### src/design/cpof_pkg.sv
// Shared types for the cyclic pattern offset finder.
package cpof_pkg;

  // Controller states.
  typedef enum logic [1:0] {
    ST_IDLE,
    ST_RUN,
    ST_DONE
  } state_e;

  // Commands from the controller to the datapath.
  typedef struct packed {
    logic load;    // take a new search word and restart the generator
    logic step;    // generate one pattern byte and compare the window
    logic finish;  // capture the result on this step
  } cmd_t;

  // Status from the datapath to the controller.
  typedef struct packed {
    logic hit;   // the window just formed matches the word in either byte order
    logic last;  // the byte just generated is the last one of the pattern
  } status_t;

  // Pattern alphabets: base characters and last indices.
  localparam logic [7:0] UpperBase = 8'h41;
  localparam logic [7:0] LowerBase = 8'h61;
  localparam logic [7:0] DigitBase = 8'h30;
  localparam logic [4:0] UpperLast = 5'd25;
  localparam logic [4:0] LowerLast = 5'd25;
  localparam logic [3:0] DigitLast = 4'd9;

  localparam int unsigned PosWidth = 15;

endpackage

### src/design/cyclic_pattern_offset_finder.sv
// A search word is looked for from the start of the pattern; a hit ends the search at the first match.
// A miss walks all PATTERN_LEN bytes, one pattern byte per cycle.
// Only one word is in flight: no new word is taken while a search runs or its result waits.
// The next word is taken in the cycle its predecessor's result leaves.
// Reset (rst_ni low, asynchronous) returns the controller to idle and clears the generator.
module cyclic_pattern_offset_finder
  import cpof_pkg::*;
#(
  parameter int unsigned PATTERN_LEN = 20280
) (
  input  logic                clk_i,
  input  logic                rst_ni,
  input  logic                in_valid_i,
  output logic                in_ready_o,
  input  logic [31:0]         search_word_i,
  output logic                out_valid_o,
  input  logic                out_ready_i,
  output logic                found_o,
  output logic [PosWidth-1:0] offset_o
);

  cmd_t    cmd;
  status_t status;

  // Sequencing.
  cpof_ctrl u_ctrl (
    .clk_i       (clk_i),
    .rst_ni      (rst_ni),
    .in_valid_i  (in_valid_i),
    .in_ready_o  (in_ready_o),
    .out_valid_o (out_valid_o),
    .out_ready_i (out_ready_i),
    .status_i    (status),
    .cmd_o       (cmd)
  );

  // Pattern generation and comparison.
  cpof_dp #(
    .PATTERN_LEN (PATTERN_LEN)
  ) u_dp (
    .clk_i         (clk_i),
    .rst_ni        (rst_ni),
    .search_word_i (search_word_i),
    .cmd_i         (cmd),
    .status_o      (status),
    .found_o       (found_o),
    .offset_o      (offset_o)
  );

endmodule

### src/design/cpof_ctrl.sv
// Controller state machine for the cyclic pattern offset finder.
module cpof_ctrl
  import cpof_pkg::*;
(
  input  logic    clk_i,
  input  logic    rst_ni,
  input  logic    in_valid_i,
  output logic    in_ready_o,
  output logic    out_valid_o,
  input  logic    out_ready_i,
  input  status_t status_i,
  output cmd_t    cmd_o
);

  state_e state_q, state_d;
  logic   accept;

  // A new beat is taken when idle, or when the waiting result leaves in the same cycle.
  assign in_ready_o = (state_q == ST_IDLE) || ((state_q == ST_DONE) && out_ready_i);
  assign accept     = in_valid_i && in_ready_o;

  // Next state.
  always_comb begin
    state_d = state_q;
    case (state_q)
      ST_IDLE: begin
        if (accept) state_d = ST_RUN;
      end
      ST_RUN: begin
        if (status_i.hit || status_i.last) state_d = ST_DONE;
      end
      ST_DONE: begin
        if (accept) begin
          state_d = ST_RUN;
        end else if (out_ready_i) begin
          state_d = ST_IDLE;
        end
      end
      default: state_d = ST_IDLE;
    endcase
  end

  // Outputs.
  always_comb begin
    cmd_o       = '0;
    out_valid_o = 1'b0;
    case (state_q)
      ST_IDLE: begin
        cmd_o.load = accept;
      end
      ST_RUN: begin
        cmd_o.step   = 1'b1;
        cmd_o.finish = status_i.hit || status_i.last;
      end
      ST_DONE: begin
        out_valid_o = 1'b1;
        cmd_o.load  = accept;
      end
      default: begin
        cmd_o = '0;
      end
    endcase
  end

  // State register.
  always_ff @(posedge clk_i or negedge rst_ni) begin
    if (!rst_ni) begin
      state_q <= ST_IDLE;
    end else begin
      state_q <= state_d;
    end
  end

endmodule

### src/design/cpof_dp.sv
// Datapath for the cyclic pattern offset finder: pattern generator, window and result.
module cpof_dp
  import cpof_pkg::*;
#(
  parameter int unsigned PATTERN_LEN = 20280
) (
  input  logic                clk_i,
  input  logic                rst_ni,
  input  logic [31:0]         search_word_i,
  input  cmd_t                cmd_i,
  output status_t             status_o,
  output logic                found_o,
  output logic [PosWidth-1:0] offset_o
);

  localparam logic [PosWidth-1:0] LastPos = PosWidth'(PATTERN_LEN - 1);
  localparam logic [PosWidth-1:0] FirstFullPos = PosWidth'(3);

  logic [4:0]          upper_q, upper_d;
  logic [4:0]          lower_q, lower_d;
  logic [3:0]          digit_q, digit_d;
  logic [1:0]          phase_q, phase_d;
  logic [PosWidth-1:0] pos_q, pos_d;
  logic [31:0]         window_q, window_d;
  logic [31:0]         word_q, rev_q;
  logic                found_q;
  logic [PosWidth-1:0] offset_q;
  logic [7:0]          byte_val;

  // Byte generator and counter advance.
  always_comb begin
    upper_d  = upper_q;
    lower_d  = lower_q;
    digit_d  = digit_q;
    phase_d  = phase_q;
    byte_val = UpperBase + {3'b000, upper_q};
    case (phase_q)
      2'd0: begin
        byte_val = UpperBase + {3'b000, upper_q};
        phase_d  = 2'd1;
      end
      2'd1: begin
        byte_val = LowerBase + {3'b000, lower_q};
        phase_d  = 2'd2;
      end
      default: begin
        byte_val = DigitBase + {4'b0000, digit_q};
        phase_d  = 2'd0;
        if (digit_q >= DigitLast) begin
          digit_d = '0;
          if (lower_q >= LowerLast) begin
            lower_d = '0;
            upper_d = (upper_q >= UpperLast) ? 5'd0 : upper_q + 5'd1;
          end else begin
            lower_d = lower_q + 5'd1;
          end
        end else begin
          digit_d = digit_q + 4'd1;
        end
      end
    endcase
    window_d = {window_q[23:0], byte_val};
    pos_d    = pos_q + PosWidth'(1);
  end

  // Match against the word in both byte orders once four bytes are in.
  assign status_o.hit  = (pos_q >= FirstFullPos) &&
                         ((window_d == word_q) || (window_d == rev_q));
  assign status_o.last = (pos_q == LastPos);

  // Generator state and search word.
  always_ff @(posedge clk_i or negedge rst_ni) begin
    if (!rst_ni) begin
      upper_q  <= '0;
      lower_q  <= '0;
      digit_q  <= '0;
      phase_q  <= '0;
      pos_q    <= '0;
      window_q <= '0;
    end else if (cmd_i.load) begin
      upper_q  <= '0;
      lower_q  <= '0;
      digit_q  <= '0;
      phase_q  <= '0;
      pos_q    <= '0;
      window_q <= '0;
    end else if (cmd_i.step) begin
      upper_q  <= upper_d;
      lower_q  <= lower_d;
      digit_q  <= digit_d;
      phase_q  <= phase_d;
      pos_q    <= pos_d;
      window_q <= window_d;
    end
  end

  always_ff @(posedge clk_i) begin
    if (cmd_i.load) begin
      word_q <= search_word_i;
      rev_q  <= {search_word_i[7:0], search_word_i[15:8],
                 search_word_i[23:16], search_word_i[31:24]};
    end
  end

  // Result register, held until the beat leaves.
  always_ff @(posedge clk_i) begin
    if (cmd_i.finish) begin
      found_q  <= status_o.hit;
      offset_q <= status_o.hit ? pos_q - FirstFullPos : '0;
    end
  end

  assign found_o  = found_q;
  assign offset_o = offset_q;

endmodule

### config.mk
export PLATFORM = sky130hd
export DESIGN_NAME = cyclic_pattern_offset_finder
export DESIGN_NICKNAME = d
export VERILOG_FILES = /design/src/design/cpof_pkg.sv /design/src/design/cyclic_pattern_offset_finder.sv /design/src/design/cpof_ctrl.sv /design/src/design/cpof_dp.sv
export SDC_FILE = /design/constraint.sdc
export NUM_CORES = 1
export LEC_CHECK = 0
export BUFFER_PORTS_ARGS = -buffer_cell sky130_fd_sc_hd__buf_2
export CORE_MARGIN = 2
export CORE_UTILIZATION = 45
export DETAILED_ROUTE_END_ITERATION = 10
export PLACE_DENSITY = 0.67
export SLEW_MARGIN = 10
export SYNTH_ARGS = -nofsm -noshare
export SYNTH_HDL_FRONTEND = slang
export SYNTH_SLANG_ARGS = --single-unit
### constraint.sdc
create_clock -name clk_i -period 9.2 [get_ports clk_i]
set_clock_uncertainty 0.05 [all_clocks]
set_input_delay 0.46 -clock clk_i [delete_from_list [all_inputs] [get_ports clk_i]]
set_output_delay 0.46 -clock clk_i [all_outputs]
set_load 0.1 [all_outputs]
# Word-level counts from Yosys, hierarchy flattened
# Index checks and enable logic that the tools add are counted.
dict set report word_totals {
  regBits 137
  inputBits 36
  out_inout_bits 18
  wordCells 81
}
dict set report op_classes {
  add_sub_neg 8
  n_lt_le_gt_ge 4
  n_eq_ne 10
  n_mux 31
  n_reduce_logical 17
}
# op n
set op_table {}
lappend op_table {{equality test 32 bit} 2}
lappend op_table {{two-way mux 5 bit} 11}
lappend op_table {{two-way mux 24 bit} 2}
lappend op_table {{two-way mux 15 bit} 2}
lappend op_table {{adder 7 x 5 -> 8 bit (first input constant)} 2}
lappend op_table {{two-way mux 4 bit} 4}
lappend op_table {{case mux 8 bit (2 select lines)} 1}
lappend op_table {{adder 15 x 1 -> 15 bit (second input constant)} 1}
lappend op_table {{equality test 15 bit (second input constant)} 1}
lappend op_table {{>= comparator 15 x 2 -> 1 bit (second input constant)} 1}
lappend op_table {{subtractor 15 x 2 -> 15 bit (second input constant)} 1}
lappend op_table {{two-way mux 2 bit} 7}
lappend op_table {{adder 5 x 1 -> 5 bit (second input constant)} 2}
lappend op_table {{>= comparator 5 bit (second input constant)} 2}
lappend op_table {{adder 6 x 4 -> 7 bit (first input constant)} 1}
lappend op_table {{inequality test 2 x 1 -> 1 bit (second input constant)} 3}
lappend op_table {{case mux 2 bit (3 select lines)} 1}
lappend op_table {{AND reduction 3 bit} 2}
lappend op_table {{nonzero test 2 bit} 3}
lappend op_table {{adder 4 x 1 -> 4 bit (second input constant)} 1}
lappend op_table {{equality test 2 x 1 -> 1 bit (second input constant)} 2}
lappend op_table {{>= comparator 4 bit (second input constant)} 1}
lappend op_table {{zero test 2 bit} 2}
lappend op_table {{case mux 2 bit (2 select lines)} 1}
lappend op_table {{8 further kinds} 14}

# Longest topological paths before layout
dict set report logic_depth {
  word_depth 9
  depth_mapped 10
  mapped_depth_nobuf 9
}

# Hierarchy
# A second synthesis with hierarchy kept.
dict set report unflattened {
  hier_cells 504
  area_unflattened_um2 5570.3
}
# mod instances cells_each area_per_inst_um2 seq_area_each_um2
set by_module_without_submodules {}
lappend by_module_without_submodules {cpof_dp 1 489 5446.5 2817.7}
lappend by_module_without_submodules {cpof_ctrl 1 15 123.9 50.0}

# Worst setup path after synthesis
# OpenSTA, ideal clock, no wires.
dict set report synth_timing {
  path_type {reg2reg}
  from {reg u_ctrl.state_q[1]}
  to {reg u_dp.rev_q[0], enable pin}
  setup_ns 0.409
  t_arrival_ns 3.522
  t_required_ns 8.741
  setup_slack_ns 5.219
  path_stages_with_launch 7
  path_buffers 2
  synth_period_minus_slack_ns 3.981
  cell_sequence {dfrtp_1 > nor2b_1 > nor2_1 > nand2_1 > inv_1 > clkbuf_1 > clkbuf_1}
}
# item line_no
set synth_lines {}
lappend synth_lines {{start: declaration} cpof_ctrl.sv:15} ;# state_e state_q, state_d;
lappend synth_lines {{start signal: assignment} cpof_ctrl.sv:70} ;# state_q <= state_d;
lappend synth_lines {{end signal: assignment} cpof_dp.sv:100} ;# rev_q <= {search_word_i[7:0], search_word_i[15:8],
lappend synth_lines {{end: declaration} cpof_dp.sv:25} ;# logic [31:0] word_q, rev_q;

==> impl_metrics.yaml <==
outcome:
  status: "complete, no violations"
synthesis:
  synth-simple-area-share_pct: 20.3
  synth.area.mux_share_pct: 0.936
  synth_edf_count: 48
  synth_compound_area_share_pct: 9.34
  synth_seq_area_share_pct: 51.1
  synth_area_um2: 5610
  yosysTopAreaCell: "edfxtp_1"
  syn_nets: 591
  yosys.area_share.xor_xnor_pct: 13.3
  ys_ff_latch: 105
  syn_avg_cell_area_um2: 10.3
  yosys_warnings: 0
  synth.distinct_cells: 57
  synth_fa_ha_area_share_pct: 1.78
  synth_top_area_share_pct: 25.7
  synth_ff_type: "dfrtp_1"
  postSynthCellCount: 547
  synth_area_leaders: "edfxtp_1 (26%), dfrtp_1 (25%), xnor2_1 (7.2%)"
  synth_top_family_by_area: "simple AND/OR/NAND/NOR gates"
  synth_async_sr_flop_share_pct: 54.3
cells_and_area:
  diodes: 0
  final_util_pct: 51.8
  stdcell_count: 764
  final_layout_size_suffix_gt1_share_pct: 15.6
  fillCellCount: 1104
  area_delta_synth_final_pct: 11.9
  seq_area_um2: 2870
  multi_input_area_um2: 2560
  layout.nets: 635
place:
  gp_congestion: 0.897
  port_buffers: 53
  placed_cells: 748
  dp_hpwl_mm: 8.89
power:
  peakVddDrop_v: 0.000138
  power_density_nw_per_um2: 255
  power_w: 0.00160
  p_leak_nw: 2.38
sta:
  period_share_pct: 35.8
  setup_violations: 0
  slew_headroom_pct: 45.2
  slew_viol_final: 0
  min_period_ns: 3.29
  rsz0062_at_grt: "false"
  setup_tns_ns: 0
  tightest_slew_ns: 0.821
  hold_violations: 0
  max_freq_mhz: 304
  timing.hold.ws_ns: 0.198
floorplan:
  coreArea_um2: 12100
  rows: 40
  pin_count: 54
  die_w_um: 116
  initial_utilization_pct: 46.3
  die-area_um2: 13400
  die_h_um: 116
setup_path:
  cp_slowest_cell: "dfrtp_1"
  r2r_slack_ns: 5.91
  worstRegToRegCells: 8
  end_kind: "flop"
  cpLargestDelayFamily: "simple AND/OR/NAND/NOR gates"
  timing.rr.end: "u_dp.offset_o[12]"
  cp_cell_sequence: "nand2b_1 -> nor3_1 -> xnor2_1 -> nand3_1 -> nor3_1 -> a32oi_4 -> a21oi_1 -> buf_4"
  crit_buf_inv: 1
  cp_max_fo: 30
  r2r_start: "u_dp.phase_q[1]"
  required_ns: 9.21
  setup.worst_path.class: "flop to flop"
  critPathLaunchType: "flop"
  cp_common_cell: "nor3_1"
  cp.arrival_ns: 3.30
  critPathMaxStageDelay_ns: 0.68
global_route:
  grtUsageMet1_pct: 28.9
  busiest_layer: "met2"
  grt_pass1_wl_mm: 21.0
  grt_max_degree: 70
  met2_usage_pct: 30.2
  grt_usage_pct: 20.4
  first_global_vias: 4074
  antenna_found_initial: 0
  grt_overflow: 0
  grtUsageMet3_pct: 5.81
route:
  routed_wl_mm: 12.6
  wl_per_cell_um: 16.5
  firstDrtPassIters: 5
  num_vias: 4150
  drc: 0
  final_antenna_net_count: 0
  first_iter_violations: 314
  viasPerCell: 5.43
job:
  maxCapViolCount: 0
cts:
  cts_tree: "built"
  clk_latency_ns: 0.37
  clockBufferDepth: 2
  htree_levels: 3
  ctsHoldBuffers: 0
  cts_setup_buffers: 0
  cts_sinks: 105
  clk_pin_slew_ns: 0.07
  clockRootBuffer: "clkbuf_16"
  cts_resized: 0
  numCtsBuffers: 9
min_path:
  hold_class: "input port to asynchronous set/reset pin"
per-stage QoR:
stage / cell area (um^2) / setup slack [ns]
final: 6280 / 5.91
after global routing: 6280 / 5.66
after CTS: 6280 / 5.92
after detailed placement: 5990 / 5.95
after global placement: 5990 / 6.17
after floorplan: 5610 / 5.22
worst register-to-register path: stages, from the launching register on:
cell and delay (ns):
dfrtp_1 0.68, nand2b_1 0.35, nor3_1 0.44, xnor2_1 0.19, nand3_1 0.11, nor3_1 0.30
a32oi_4 0.34, a21oi_1 0.25, buf_4 0.26
report_power, final:
part           internal [W]  leakage [nW]  switching (W)  total [W]
Combinational      0.000231          1.10       0.000274   0.000505
Clock              0.000194         0.145       0.000183   0.000378
Sequential         0.000574          1.14       0.000147   0.000721
Total               0.00100          2.38       0.000604    0.00160
cells in the mapped netlist (2+ instances only):
cell / instances
and2_1: 3
o32ai_1: 3
o31ai_1: 5
inv_1: 13
o22ai_1: 5
nand2_1: 68
nand3b_1: 2
nor2_1: 34
xnor2_1: 46
buf_4: 2
or3_1: 11
nand3_1: 22
nor2_2: 9
mux2_2: 2
o21ai_0: 47
xor2_1: 39
a31oi_1: 2
a21o_1: 2
o2111ai_1: 2
ha_1: 8
clkbuf_1: 15
buf_2: 4
nand2b_1: 6
nor3b_1: 2
mux2i_1: 3
nor3_1: 10
buf_6: 2
nor4_1: 14
a22o_1: 2
a21oi_1: 9
edfxtp_1: 48
or4_1: 5
nor2b_1: 8
dfrtp_1: 57
nand4_1: 15
routing by layer:
layer / share of wire [%] / wire (um)
met1: 48 / 6020
met2: 45 / 5630
met3: 5.6 / 710
met4: 2.1 / 259
met5: 0 / 0
worst max path at each step:
stage                       from           endpoint  slack, ns  depth (start not counted)
2_1_floorplan  u_ctrl.state_q[1]      u_dp.rev_q[0]       5.22                          6
3_3_place_gp     u_dp.phase_q[1]  u_dp.offset_o[11]       6.17                          8
3_5_place_dp     u_dp.phase_q[1]   u_dp.offset_o[9]       5.95                          8
4_1_cts          u_dp.phase_q[1]   u_dp.offset_o[8]       5.92                          8
5_1_grt          u_dp.phase_q[1]   u_dp.offset_o[4]       5.66                          8
6_report         u_dp.phase_q[1]  u_dp.offset_o[12]       5.91                          8
cells by family after synthesis:
| logic type | count (synthesis) |
|---|---|
| flops | 105 |
| fa+ha+maj | 8 |
| mux | 5 |
| buf+inv | 39 |
| xor+xnor | 85 |
| compound gates | 85 |
| simple gates | 220 |
final cells by class:
type                       count  share of cell area [%]
inverter                      14                   0.837
multi-input combinational    403                    40.8
tap                          168                    3.35
sequential                   105                    45.7
timing repair buffer          58                    4.82
clock inverter                 6                   0.757
clock buffer                  10                    3.81
cell usage in the layout (no fill, tap or decap), types with 14 or more instances in the layout:
master / instances
o21ai_0: 47
nor4_1: 14
nor2_1: 34
nand3_1: 22
xor2_1: 39
buf_2: 53
nand2_1: 68
edfxtp_1: 48
dfrtp_1: 57
xnor2_1: 46
nand4_1: 15
registers in the layout, indices dropped and copies added, names as in the netlist:
signal	cells
u_ctrl.state_q	2
u_dp.digit_q	4
u_dp.found_o	1
u_dp.window_q	24
u_dp.rev_q	31
u_dp.upper_q	5
u_dp.word_q	1
u_dp.offset_o	15
u_dp.lower_q	5
u_dp.pos_q	15
u_dp.phase_q	2
(Power assumes the default switching activity.)
